## src/hw/rtl/sfrt_pkg.sv

```systemverilog
// ----------------------------------------------------------------------------
// sfrt_pkg
// Shared types and constants of the sniffed frame source rssi table.
// ----------------------------------------------------------------------------
`default_nettype none

package sfrt_pkg;

  localparam int unsigned TableDepthDefault = 16;
  localparam int unsigned QueueDepth        = 2;

  // request kinds on the input stream
  localparam logic [1:0] REQ_FRAME = 2'd0;
  localparam logic [1:0] REQ_CLEAR = 2'd1;
  localparam logic [1:0] REQ_READ  = 2'd2;

  // frame filter
  localparam logic [11:0] MinFrameLen  = 12'd24;
  localparam logic [1:0]  FcTypeData   = 2'd2;
  localparam int unsigned FcTypeLsb    = 2;
  localparam int unsigned FcToDsBit    = 8;
  localparam int unsigned FcFromDsBit  = 9;
  localparam int unsigned MacGroupBit  = 40;

  localparam logic [15:0] CountMax = 16'hFFFF;

  typedef enum logic [1:0] {
    OP_FILTER,
    OP_CLEAR,
    OP_READ,
    OP_FRAME
  } op_e;

  typedef enum logic [2:0] {
    OUT_FILTERED  = 3'd0,
    OUT_UPDATED   = 3'd1,
    OUT_INSERTED  = 3'd2,
    OUT_FULL      = 3'd3,
    OUT_READ_OK   = 3'd4,
    OUT_BAD_INDEX = 3'd5,
    OUT_CLEARED   = 3'd6
  } outcome_e;

  typedef enum logic [2:0] {
    ST_IDLE,
    ST_SEARCH,
    ST_MISS,
    ST_READ,
    ST_MUL,
    ST_PREP,
    ST_DIV,
    ST_WRITE
  } state_e;

  typedef struct packed {
    op_e               op;
    logic [47:0]       mac;
    logic signed [7:0] rssi;
    logic [3:0]        read_index;
  } cmd_t;

  typedef struct packed {
    logic [47:0]       mac;
    logic signed [7:0] avg;
    logic [15:0]       cnt;
  } entry_t;

  typedef struct packed {
    outcome_e          outcome;
    logic [3:0]        slot;
    logic [47:0]       mac;
    logic signed [7:0] avg;
    logic [15:0]       count;
    logic [4:0]        entry_count;
  } res_t;

endpackage

`default_nettype wire

```

## src/hw/rtl/sfrt_front.sv

```systemverilog
// ----------------------------------------------------------------------------
// sfrt_front
// Input side: unpacks a beat, applies the frame filter and forms a command.
// ----------------------------------------------------------------------------
`default_nettype none

module sfrt_front (
  input  wire logic             s_axis_tvalid,
  output logic                  s_axis_tready,
  input  wire logic [87:0]      s_axis_tdata,
  input  wire logic [2:0]       s_axis_tuser,
  input  wire logic             q_full_i,
  output logic                  q_push_o,
  output sfrt_pkg::cmd_t        q_cmd_o
);
  import sfrt_pkg::*;

  logic [1:0]        req_type;
  logic              is_data_frame;
  logic [11:0]       signal_length;
  logic [15:0]       frame_control;
  logic [47:0]       source_mac;
  logic signed [7:0] signal_strength;
  logic [3:0]        read_index;
  logic              frame_ok;

  assign req_type        = s_axis_tuser[1:0];
  assign is_data_frame   = s_axis_tuser[2];
  assign signal_length   = s_axis_tdata[11:0];
  assign frame_control   = s_axis_tdata[27:12];
  assign source_mac      = s_axis_tdata[75:28];
  assign signal_strength = $signed(s_axis_tdata[83:76]);
  assign read_index      = s_axis_tdata[87:84];

  assign frame_ok = is_data_frame
                 && (signal_length >= MinFrameLen)
                 && (frame_control[FcTypeLsb +: 2] == FcTypeData)
                 && !frame_control[FcToDsBit]
                 && !frame_control[FcFromDsBit]
                 && !source_mac[MacGroupBit];

  assign s_axis_tready = !q_full_i;
  assign q_push_o      = s_axis_tvalid && !q_full_i;

  always_comb begin
    q_cmd_o.mac        = source_mac;
    q_cmd_o.rssi       = signal_strength;
    q_cmd_o.read_index = read_index;
    case (req_type)
      REQ_FRAME: q_cmd_o.op = frame_ok ? OP_FRAME : OP_FILTER;
      REQ_CLEAR: q_cmd_o.op = OP_CLEAR;
      REQ_READ:  q_cmd_o.op = OP_READ;
      default:   q_cmd_o.op = OP_FILTER;
    endcase
  end

endmodule

`default_nettype wire

```

## src/hw/rtl/sfrt_queue.sv

```systemverilog
// ----------------------------------------------------------------------------
// sfrt_queue
// Short command queue between the front and back parts.
// ----------------------------------------------------------------------------
`default_nettype none

module sfrt_queue (
  input  wire logic           clk_i,
  input  wire logic           rst_ni,
  input  wire logic           push_i,
  input  wire sfrt_pkg::cmd_t push_data_i,
  output logic                full_o,
  input  wire logic           pop_i,
  output logic                empty_o,
  output sfrt_pkg::cmd_t      head_o
);
  import sfrt_pkg::*;

  localparam int unsigned PtrW = (QueueDepth > 1) ? $clog2(QueueDepth) : 1;
  localparam int unsigned FillW = $clog2(QueueDepth + 1);

  cmd_t             buf_q [QueueDepth];
  logic [PtrW-1:0]  wr_ptr_q, wr_ptr_d;
  logic [PtrW-1:0]  rd_ptr_q, rd_ptr_d;
  logic [FillW-1:0] fill_q, fill_d;
  logic             do_push, do_pop;

  assign full_o  = (fill_q == FillW'(QueueDepth));
  assign empty_o = (fill_q == '0);
  assign head_o  = buf_q[rd_ptr_q];
  assign do_push = push_i && !full_o;
  assign do_pop  = pop_i && !empty_o;

  always_comb begin
    wr_ptr_d = wr_ptr_q;
    rd_ptr_d = rd_ptr_q;
    fill_d   = fill_q;
    if (do_push) begin
      wr_ptr_d = (wr_ptr_q == PtrW'(QueueDepth - 1)) ? '0 : wr_ptr_q + PtrW'(1);
    end
    if (do_pop) begin
      rd_ptr_d = (rd_ptr_q == PtrW'(QueueDepth - 1)) ? '0 : rd_ptr_q + PtrW'(1);
    end
    if (do_push && !do_pop) begin
      fill_d = fill_q + FillW'(1);
    end else if (do_pop && !do_push) begin
      fill_d = fill_q - FillW'(1);
    end
  end

  always_ff @(posedge clk_i or negedge rst_ni) begin
    if (!rst_ni) begin
      wr_ptr_q <= '0;
      rd_ptr_q <= '0;
      fill_q   <= '0;
    end else begin
      wr_ptr_q <= wr_ptr_d;
      rd_ptr_q <= rd_ptr_d;
      fill_q   <= fill_d;
    end
  end

  always_ff @(posedge clk_i) begin
    if (do_push) begin
      buf_q[wr_ptr_q] <= push_data_i;
    end
  end

endmodule

`default_nettype wire

```

## src/hw/rtl/sfrt_back.sv

```systemverilog
// ----------------------------------------------------------------------------
// sfrt_back
// Table engine: serial search, insert, multiply and 8-step divide of the
// running average, result register.
// ----------------------------------------------------------------------------
`default_nettype none

module sfrt_back #(
  parameter int unsigned TableDepth = sfrt_pkg::TableDepthDefault
) (
  input  wire logic           clk_i,
  input  wire logic           rst_ni,
  input  wire logic           q_empty_i,
  input  wire sfrt_pkg::cmd_t q_head_i,
  output logic                q_pop_o,
  input  wire logic           out_ready_i,
  output logic                out_valid_o,
  output sfrt_pkg::res_t      out_res_o
);
  import sfrt_pkg::*;

  localparam int unsigned IdxW = (TableDepth > 1) ? $clog2(TableDepth) : 1;
  localparam int unsigned CntW = $clog2(TableDepth + 1);
  localparam int unsigned CmpW = (CntW > 4) ? CntW : 4;

  state_e             state_q, state_d;
  cmd_t               cmd_q, cmd_d;
  logic [IdxW-1:0]    idx_q, idx_d;
  logic [IdxW-1:0]    slot_q, slot_d;
  logic [CntW-1:0]    used_q, used_d;
  outcome_e           kind_q, kind_d;
  logic signed [7:0]  avg_q, avg_d;
  logic [15:0]        cnt_q, cnt_d;
  logic signed [24:0] prod_q, prod_d;
  logic [24:0]        rem_q, rem_d;
  logic [24:0]        dsh_q, dsh_d;
  logic               neg_q, neg_d;
  logic [7:0]         quo_q, quo_d;
  logic [2:0]         step_q, step_d;
  logic               out_valid_q, out_valid_d;
  res_t               out_q, out_d;

  entry_t             table_q [TableDepth];
  entry_t             rd_data_q;
  entry_t             wr_data;
  logic               mem_re, mem_we;
  logic [IdxW-1:0]    rd_addr;

  logic               out_free, take, read_ok, last, hit, full, ge;
  logic [CmpW-1:0]    ridx_ext;
  logic [CntW-1:0]    idx_inc;
  logic [16:0]        dvs;
  logic signed [24:0] sum, a_ext, c_ext;
  logic signed [7:0]  new_avg;
  logic [15:0]        new_cnt;

  assign out_free = !out_valid_q || out_ready_i;
  assign take     = (state_q == ST_IDLE) && !q_empty_i && out_free;
  assign ridx_ext = CmpW'(q_head_i.read_index);
  assign read_ok  = (ridx_ext < CmpW'(used_q)) && (ridx_ext < CmpW'(TableDepth));
  assign idx_inc  = CntW'(idx_q) + CntW'(1);
  assign last     = (idx_inc >= used_q);
  assign hit      = (rd_data_q.mac == cmd_q.mac);
  assign full     = (used_q >= CntW'(TableDepth));
  assign a_ext    = 25'(avg_q);
  assign c_ext    = $signed(25'(cnt_q));
  assign sum      = prod_q + 25'(cmd_q.rssi);
  assign dvs      = 17'(cnt_q) + 17'd1;
  assign ge       = (rem_q >= dsh_q);
  assign new_avg  = neg_q ? $signed(-quo_q) : $signed(quo_q);
  assign new_cnt  = (cnt_q == CountMax) ? cnt_q : cnt_q + 16'd1;
  assign wr_data  = '{mac: cmd_q.mac, avg: new_avg, cnt: new_cnt};

  assign q_pop_o     = take;
  assign out_valid_o = out_valid_q;
  assign out_res_o   = out_q;

  // next state
  always_comb begin
    state_d = state_q;
    case (state_q)
      ST_IDLE: begin
        if (take) begin
          case (q_head_i.op)
            OP_READ:  state_d = read_ok ? ST_READ : ST_IDLE;
            OP_FRAME: state_d = (used_q != '0) ? ST_SEARCH : ST_MISS;
            default:  state_d = ST_IDLE;
          endcase
        end
      end
      ST_SEARCH: begin
        if (hit) begin
          state_d = ST_MUL;
        end else if (last) begin
          state_d = ST_MISS;
        end
      end
      ST_MISS:  state_d = full ? ST_IDLE : ST_MUL;
      ST_READ:  state_d = ST_IDLE;
      ST_MUL:   state_d = ST_PREP;
      ST_PREP:  state_d = ST_DIV;
      ST_DIV:   state_d = (step_q == 3'd7) ? ST_WRITE : ST_DIV;
      ST_WRITE: state_d = ST_IDLE;
      default:  state_d = ST_IDLE;
    endcase
  end

  // datapath and outputs
  always_comb begin
    cmd_d       = cmd_q;
    idx_d       = idx_q;
    slot_d      = slot_q;
    used_d      = used_q;
    kind_d      = kind_q;
    avg_d       = avg_q;
    cnt_d       = cnt_q;
    prod_d      = prod_q;
    rem_d       = rem_q;
    dsh_d       = dsh_q;
    neg_d       = neg_q;
    quo_d       = quo_q;
    step_d      = step_q;
    out_valid_d = out_valid_q && !out_ready_i;
    out_d       = out_q;
    mem_re      = 1'b0;
    mem_we      = 1'b0;
    rd_addr     = '0;
    case (state_q)
      ST_IDLE: begin
        if (take) begin
          cmd_d = q_head_i;
          case (q_head_i.op)
            OP_CLEAR: begin
              used_d            = '0;
              out_valid_d       = 1'b1;
              out_d             = '0;
              out_d.outcome     = OUT_CLEARED;
            end
            OP_READ: begin
              if (read_ok) begin
                mem_re  = 1'b1;
                rd_addr = ridx_ext[IdxW-1:0];
                slot_d  = ridx_ext[IdxW-1:0];
              end else begin
                out_valid_d       = 1'b1;
                out_d             = '0;
                out_d.outcome     = OUT_BAD_INDEX;
                out_d.entry_count = 5'(used_q);
              end
            end
            OP_FRAME: begin
              if (used_q != '0) begin
                mem_re  = 1'b1;
                rd_addr = '0;
                idx_d   = '0;
              end
            end
            default: begin
              out_valid_d       = 1'b1;
              out_d             = '0;
              out_d.outcome     = OUT_FILTERED;
              out_d.entry_count = 5'(used_q);
            end
          endcase
        end
      end
      ST_SEARCH: begin
        if (hit) begin
          slot_d = idx_q;
          avg_d  = rd_data_q.avg;
          cnt_d  = rd_data_q.cnt;
          kind_d = OUT_UPDATED;
        end else if (!last) begin
          mem_re  = 1'b1;
          rd_addr = idx_inc[IdxW-1:0];
          idx_d   = idx_inc[IdxW-1:0];
        end
      end
      ST_MISS: begin
        if (full) begin
          out_valid_d       = 1'b1;
          out_d             = '0;
          out_d.outcome     = OUT_FULL;
          out_d.entry_count = 5'(used_q);
        end else begin
          slot_d = used_q[IdxW-1:0];
          used_d = used_q + CntW'(1);
          avg_d  = '0;
          cnt_d  = '0;
          kind_d = OUT_INSERTED;
        end
      end
      ST_READ: begin
        out_valid_d       = 1'b1;
        out_d.outcome     = OUT_READ_OK;
        out_d.slot        = 4'(slot_q);
        out_d.mac         = rd_data_q.mac;
        out_d.avg         = rd_data_q.avg;
        out_d.count       = rd_data_q.cnt;
        out_d.entry_count = 5'(used_q);
      end
      ST_MUL: begin
        prod_d = a_ext * c_ext;
      end
      ST_PREP: begin
        neg_d  = sum[24];
        rem_d  = sum[24] ? $unsigned(-sum) : $unsigned(sum);
        dsh_d  = 25'(dvs) << 7;
        quo_d  = '0;
        step_d = '0;
      end
      ST_DIV: begin
        if (ge) begin
          rem_d = rem_q - dsh_q;
        end
        quo_d  = {quo_q[6:0], ge};
        dsh_d  = dsh_q >> 1;
        step_d = step_q + 3'd1;
      end
      ST_WRITE: begin
        mem_we            = 1'b1;
        out_valid_d       = 1'b1;
        out_d.outcome     = kind_q;
        out_d.slot        = 4'(slot_q);
        out_d.mac         = cmd_q.mac;
        out_d.avg         = new_avg;
        out_d.count       = new_cnt;
        out_d.entry_count = 5'(used_q);
      end
      default: begin
        out_valid_d = out_valid_q && !out_ready_i;
      end
    endcase
  end

  always_ff @(posedge clk_i or negedge rst_ni) begin
    if (!rst_ni) begin
      state_q     <= ST_IDLE;
      used_q      <= '0;
      out_valid_q <= 1'b0;
    end else begin
      state_q     <= state_d;
      used_q      <= used_d;
      out_valid_q <= out_valid_d;
    end
  end

  always_ff @(posedge clk_i) begin
    cmd_q  <= cmd_d;
    idx_q  <= idx_d;
    slot_q <= slot_d;
    kind_q <= kind_d;
    avg_q  <= avg_d;
    cnt_q  <= cnt_d;
    prod_q <= prod_d;
    rem_q  <= rem_d;
    dsh_q  <= dsh_d;
    neg_q  <= neg_d;
    quo_q  <= quo_d;
    step_q <= step_d;
    out_q  <= out_d;
  end

  // table memory, one write and one registered read port
  always_ff @(posedge clk_i) begin
    if (mem_we) begin
      table_q[slot_q] <= wr_data;
    end
    if (mem_re) begin
      rd_data_q <= table_q[rd_addr];
    end
  end

endmodule

`default_nettype wire

```

## src/hw/rtl/sniffed_frame_source_rssi_table_core.sv

```systemverilog
// ----------------------------------------------------------------------------
// sniffed_frame_source_rssi_table_core
// Tracks the running average rssi and frame count of source addresses seen in
// sniffed 802.11 data frames; also clears the table and reads single slots.
// ----------------------------------------------------------------------------
// channel   direction  beat
// s_axis    in         one request: frame, clear or read
// m_axis    out        one result per request
//
// filtered, clear and bad-index requests are answered straight from idle;
// reads first fetch the slot. for a frame the search reads one entry per
// cycle; a hit or an insert then takes one multiply, a sign fixup and an
// 8-step restoring divide, while a miss on a full table is dropped.
// reset empties the table at once; no clearing pass is needed.
// a two-beat queue lets the input side accept while the engine works; the
// result register holds a finished beat until m_axis_tready.
// ----------------------------------------------------------------------------
`default_nettype none

module sniffed_frame_source_rssi_table_core #(
  parameter int unsigned TableDepth = sfrt_pkg::TableDepthDefault
) (
  input  wire logic        clk_i,
  input  wire logic        rst_ni,
  // tdata: signal_length[11:0], frame_control[27:12], source_mac[75:28],
  //        signal_strength[83:76], read_index[87:84]
  // tuser: req_type[1:0], is_data_frame[2]
  input  wire logic        s_axis_tvalid,
  output logic             s_axis_tready,
  input  wire logic [87:0] s_axis_tdata,
  input  wire logic [2:0]  s_axis_tuser,
  // tdata: slot_index[3:0], entry_mac[51:4], average_strength[59:52],
  //        frame_count[75:60], entry_count[80:76], zero[87:81]
  // tuser: outcome[2:0]
  output logic             m_axis_tvalid,
  input  wire logic        m_axis_tready,
  output logic [87:0]      m_axis_tdata,
  output logic [2:0]       m_axis_tuser
);
  import sfrt_pkg::*;

  cmd_t push_cmd, head_cmd;
  logic push, q_full, q_empty, pop;
  res_t res;

  sfrt_front u_front (
    .s_axis_tvalid (s_axis_tvalid),
    .s_axis_tready (s_axis_tready),
    .s_axis_tdata  (s_axis_tdata),
    .s_axis_tuser  (s_axis_tuser),
    .q_full_i      (q_full),
    .q_push_o      (push),
    .q_cmd_o       (push_cmd)
  );

  sfrt_queue u_queue (
    .clk_i       (clk_i),
    .rst_ni      (rst_ni),
    .push_i      (push),
    .push_data_i (push_cmd),
    .full_o      (q_full),
    .pop_i       (pop),
    .empty_o     (q_empty),
    .head_o      (head_cmd)
  );

  sfrt_back #(
    .TableDepth (TableDepth)
  ) u_back (
    .clk_i       (clk_i),
    .rst_ni      (rst_ni),
    .q_empty_i   (q_empty),
    .q_head_i    (head_cmd),
    .q_pop_o     (pop),
    .out_ready_i (m_axis_tready),
    .out_valid_o (m_axis_tvalid),
    .out_res_o   (res)
  );

  assign m_axis_tdata = {7'd0, res.entry_count, res.count, res.avg, res.mac, res.slot};
  assign m_axis_tuser = res.outcome;

endmodule

`default_nettype wire

```

## config.mk

```make
export PLATFORM = sky130hd
export DESIGN_NAME = sniffed_frame_source_rssi_table_core
export DESIGN_NICKNAME = d
export VERILOG_FILES = /design/src/hw/rtl/sfrt_pkg.sv /design/src/hw/rtl/sfrt_front.sv /design/src/hw/rtl/sfrt_queue.sv /design/src/hw/rtl/sfrt_back.sv /design/src/hw/rtl/sniffed_frame_source_rssi_table_core.sv
export SDC_FILE = /design/constraint.sdc
export NUM_CORES = 2
export LEC_CHECK = 0
export BUFFER_PORTS_ARGS = -buffer_cell sky130_fd_sc_hd__buf_2
export CAP_MARGIN = 10
export CORE_MARGIN = 2
export CORE_UTILIZATION = 31
export CTS_CLUSTER_DIAMETER = 80
export DETAILED_ROUTE_END_ITERATION = 8
export PLACE_DENSITY = 0.48
export RECOVER_POWER = 25
export SLEW_MARGIN = 20
export SYNTH_ARGS = -nofsm -noshare
export SYNTH_HDL_FRONTEND = slang
export SYNTH_SLANG_ARGS = --single-unit
```

## constraint.sdc

```tcl
create_clock -name clk_i -period 12.9 [get_ports clk_i]
set_input_delay 0 -clock clk_i [delete_from_list [all_inputs] [get_ports clk_i]]
set_output_delay 0 -clock clk_i [all_outputs]
set_load 0.02 [all_outputs]
```

==> impl_metrics.py <==
metrics = {
    "pwr": {
        "p_switching_mw": 8.77,
        "combPwrFrac_pct": 43.1,
        "p_seq_share_pct": 35.6,
        "vdd_drop_max_mv": 0.387,
        "swShare_pct": 38.9,
        "clockPowerShare_pct": 21.3,
        "power.total_mw": 22.5,
        "p_leak_nw": 29.9,
        "power.density_mw_per_mm2": 273,
        "power.internal_mw": 13.8,
    },
    "setup_path": {
        "startpoint_type": "flip-flop",
        "r2r_slack_ps": 6100,
        "worst_r2r_path_depth": 12,
        "timing.rr.start": "u_back.cmd_q[42]$_DFFE_PP_",
        "arrival_ps": 7340,
        "worst-path-max-fanout": 62,
        "crit_path_end": "u_back.rd_data_q[46]$_DFFE_PP_",
        "critPathKind": "reg -> reg",
        "critPathRequiredTime_ps": 13440,
        "endpoint_kind": "flip-flop",
        "cp-startpoint": "u_back.cmd_q[42]$_DFFE_PP_",
        "rr_endpoint": "u_back.rd_data_q[46]$_DFFE_PP_",
    },
    "cells_and_area": {
        "num-fill-cells": 22100,
        "layout_common_cells": "edfxtp_1 (1608), nand2_1 (393), mux2i_1 (348)",
        "seqCellArea_mm2": 0.0486,
        "stdcell_count": 8283,
        "syn2layout_area_growth_pct": 15.4,
        "multi_input_area_mm2": 0.0213,
        "final_nets": 5432,
        "final_common_cell": "edfxtp_1",
        "drive_above_1_share_pct": 12.7,
    },
    "routing": {
        "wl_per_cell_um": 24.5,
        "drc": 0,
        "via_per_inst": 5.05,
        "routed_wirelength_mm": 203,
        "postRouteAntennaNets": 0,
        "first_pass_iters": 5,
        "initialDrtViolationCount": 3657,
        "vias": 41800,
    },
    "global_routing": {
        "first_global_vias": 41300,
        "grt.total_usage_pct": 16.9,
        "grt_pass1_wl_mm": 292,
        "gr-total-overflow": 0,
        "antenna_found_initial": 5,
        "grt_start_max_net_pins": 126,
    },
    "yosys": {
        "synthArstFlopShare_pct": 0.802,
        "synth.cell_area_mm2": 0.0716,
        "syn_inst": 4826,
        "ys.flop_type": "edfxtp_1",
        "ys_seq_elements": 1621,
        "yosysWarnings": 0,
        "ys_seq_area_share_pct": 67.9,
        "syn_area_per_cell_um2": 14.8,
        "ys_types": 81,
        "synth-edff-count": 1608,
    },
    "die": {
        "core_area_mm2": 0.230,
        "start_util_pct": 31.2,
        "row_count": 176,
        "die_height_um": 485,
        "die_area_mm2": 0.235,
        "fp.dieW_um": 485,
        "io_pins": 188,
    },
    "place": {
        "port_buffers": 165,
        "gp_congestion": 0.787,
        "dpl.cell_count": 7842,
        "dp_worst_setup_slack_ps": 5960,
        "dp_hpwl_mm": 113,
    },
    "timing": {
        "finalSetupTns_ps": 0,
        "rsz0062_at_grt": "no",
        "fin_crit_ps": 6800,
        "fin_ws_ps": 6100,
        "slew_headroom_pct": 25.9,
        "skew_ps": 37.5,
        "worst_pin_slew_ps": 1110,
        "period_share_pct": 52.7,
        "whs_ps": 174,
        "slew_viol_final": 0,
        "hold_viol_final": 0,
        "setup_viol": 0,
        "max_freq_ghz": 0.147,
    },
    "job": {
        "max-cap-violations": 0,
    },
    "min_path": {
        "hold_class": "in -> reg",
    },
    "cts": {
        "cts_resized": 0,
        "clk_latency_ps": 800,
        "cts_made_buffers": 175,
        "cts-root-buf": "clkbuf_16",
        "htreeDepth": 4,
        "clkSinkCount": 1621,
        "cts_tree": "built",
        "clk_pin_slew_ps": 60,
        "clockBufferDepth": 3,
    },
    "run_status": {
        "outcome": "completed",
    },
}
power groups by stage:
stage	clock [mW]	sequential (mW)	combinational [mW]
after global routing	5.13	8.12	10.9
after global placement	0	8.13	9.77
after floorplan	0	7.96	6.96
after CTS	4.93	8.04	9.89
after detailed placement	0	8.14	9.80
final	4.80	8.03	9.72
registers in the layout (all words and copies together), names as in the netlist, 16 cells and up:
register and cells:
u_back.rem_q 25, u_back.out_res_o 84, u_queue.buf_q 124, u_back.rd_data_q 72, u_back.dsh_q 24, u_back.cmd_q 56, u_back.prod_q 25, u_back.table_q 1152
u_back.cnt_q 16
critical path: stages (launching register included):
cell,delay (ps)
edfxtp_1,770
xor2_1,240
nor4_1,830
nand4_1,240
nor3_2,810
a211o_1,510
o32a_2,320
buf_4,800
buf_4,910
mux2i_1,280
a221o_1,210
a311oi_1,60
or3_1,420
timing repair:
| action | CTS | global route |
|---|---|---|
| buffers inserted | 0 | 0 |
| endpoints found under the setup margin | 0 | 0 |
| hold buffers | 129 | 0 |
| hold endpoints to repair | 196 | 0 |
synth_stat cells (all sizes together) (8+ instances only):
library cell  instances  share of area (%)
clkbuf              176               0.92
nor2b                12               0.10
mux2                 58               0.91
o21ai                55               0.38
nor4                 20               0.20
mux2i               348                4.9
or3                  89               0.78
or2                   9              0.079
nand4                18               0.16
nor2                206                1.1
nand3                36               0.25
and2                278                2.4
buf                  94               0.88
fa                   87                2.4
a221o               143                2.0
o21a                  9              0.094
xnor2                64               0.78
a21oi               169                1.2
a31oi                10              0.096
o22ai                11               0.10
nor3                 42               0.30
nand2b               22               0.19
inv                 192                1.0
a211oi              151                2.1
xor2                 83                1.0
ha                  128                2.2
edfxtp             1608                 67
nand2               397                2.1
a21o                 20               0.21
and3                 27               0.24
a311oi              156                1.9
dfrtp                13               0.45
a211o                 8              0.098
logic make-up after synthesis:
| family | count (synthesis) | share of synthesized area, % |
|---|---|---|
| flip-flops | 1621 | 67.9 |
| AND/OR/NAND/NOR | 1171 | 8.07 |
| AO/OA/AOI/OAI | 803 | 9.02 |
| buffers and inverters | 462 | 2.81 |
| multiplexers | 406 | 5.77 |
| adder cells (fa/ha/maj) | 215 | 4.67 |
| XOR/XNOR | 147 | 1.80 |
| other | 1 | 0.00524 |
layout make-up:
cell class	count	area share, %
clock buffer	228	5.59
multi-input combinational	2749	25.8
sequential	1621	58.8
timing repair buffer	383	3.40
inverter	192	0.872
tap	3026	4.58
antenna	1	0.00303
clock inverter	83	0.963
per-stage QoR:
stage	utilization, %	cell area [µm²]
floorplan	-	71700
global placement	33.0	75900
detailed placement	33.0	75900
CTS	35.9	82600
global route	35.9	82600
finish	35.9	82600
layer usage:
metal / up-vias / part of all wire (%) / track usage, %
met2: 988 / 47 / 27.5
met5: - / 0 / 0
li1: 19000 / - / -
met1: 21600 / 46 / 23.6
met4: 0 / 2.1 / 4.20
met3: 232 / 4.6 / 2.37
worst min path at each step:
| stage | start | endpoint | cells past startpoint |
|---|---|---|---|
| floorplan | rst_ni | u_back.out_valid_o$_DFF_PN0_ | 0 |
| global placement | rst_ni | u_queue.wr_ptr_q$_DFFE_PN0P_ | 1 |
| detailed placement | rst_ni | u_queue.wr_ptr_q$_DFFE_PN0P_ | 1 |
| CTS | s_axis_tvalid | u_queue.wr_ptr_q$_DFFE_PN0P_ | 4 |
| global route | s_axis_tvalid | u_queue.wr_ptr_q$_DFFE_PN0P_ | 4 |
| finish | m_axis_tready | u_back.out_valid_o$_DFF_PN0_ | 4 |
Note: power is estimated with default switching activity, not from simulation.
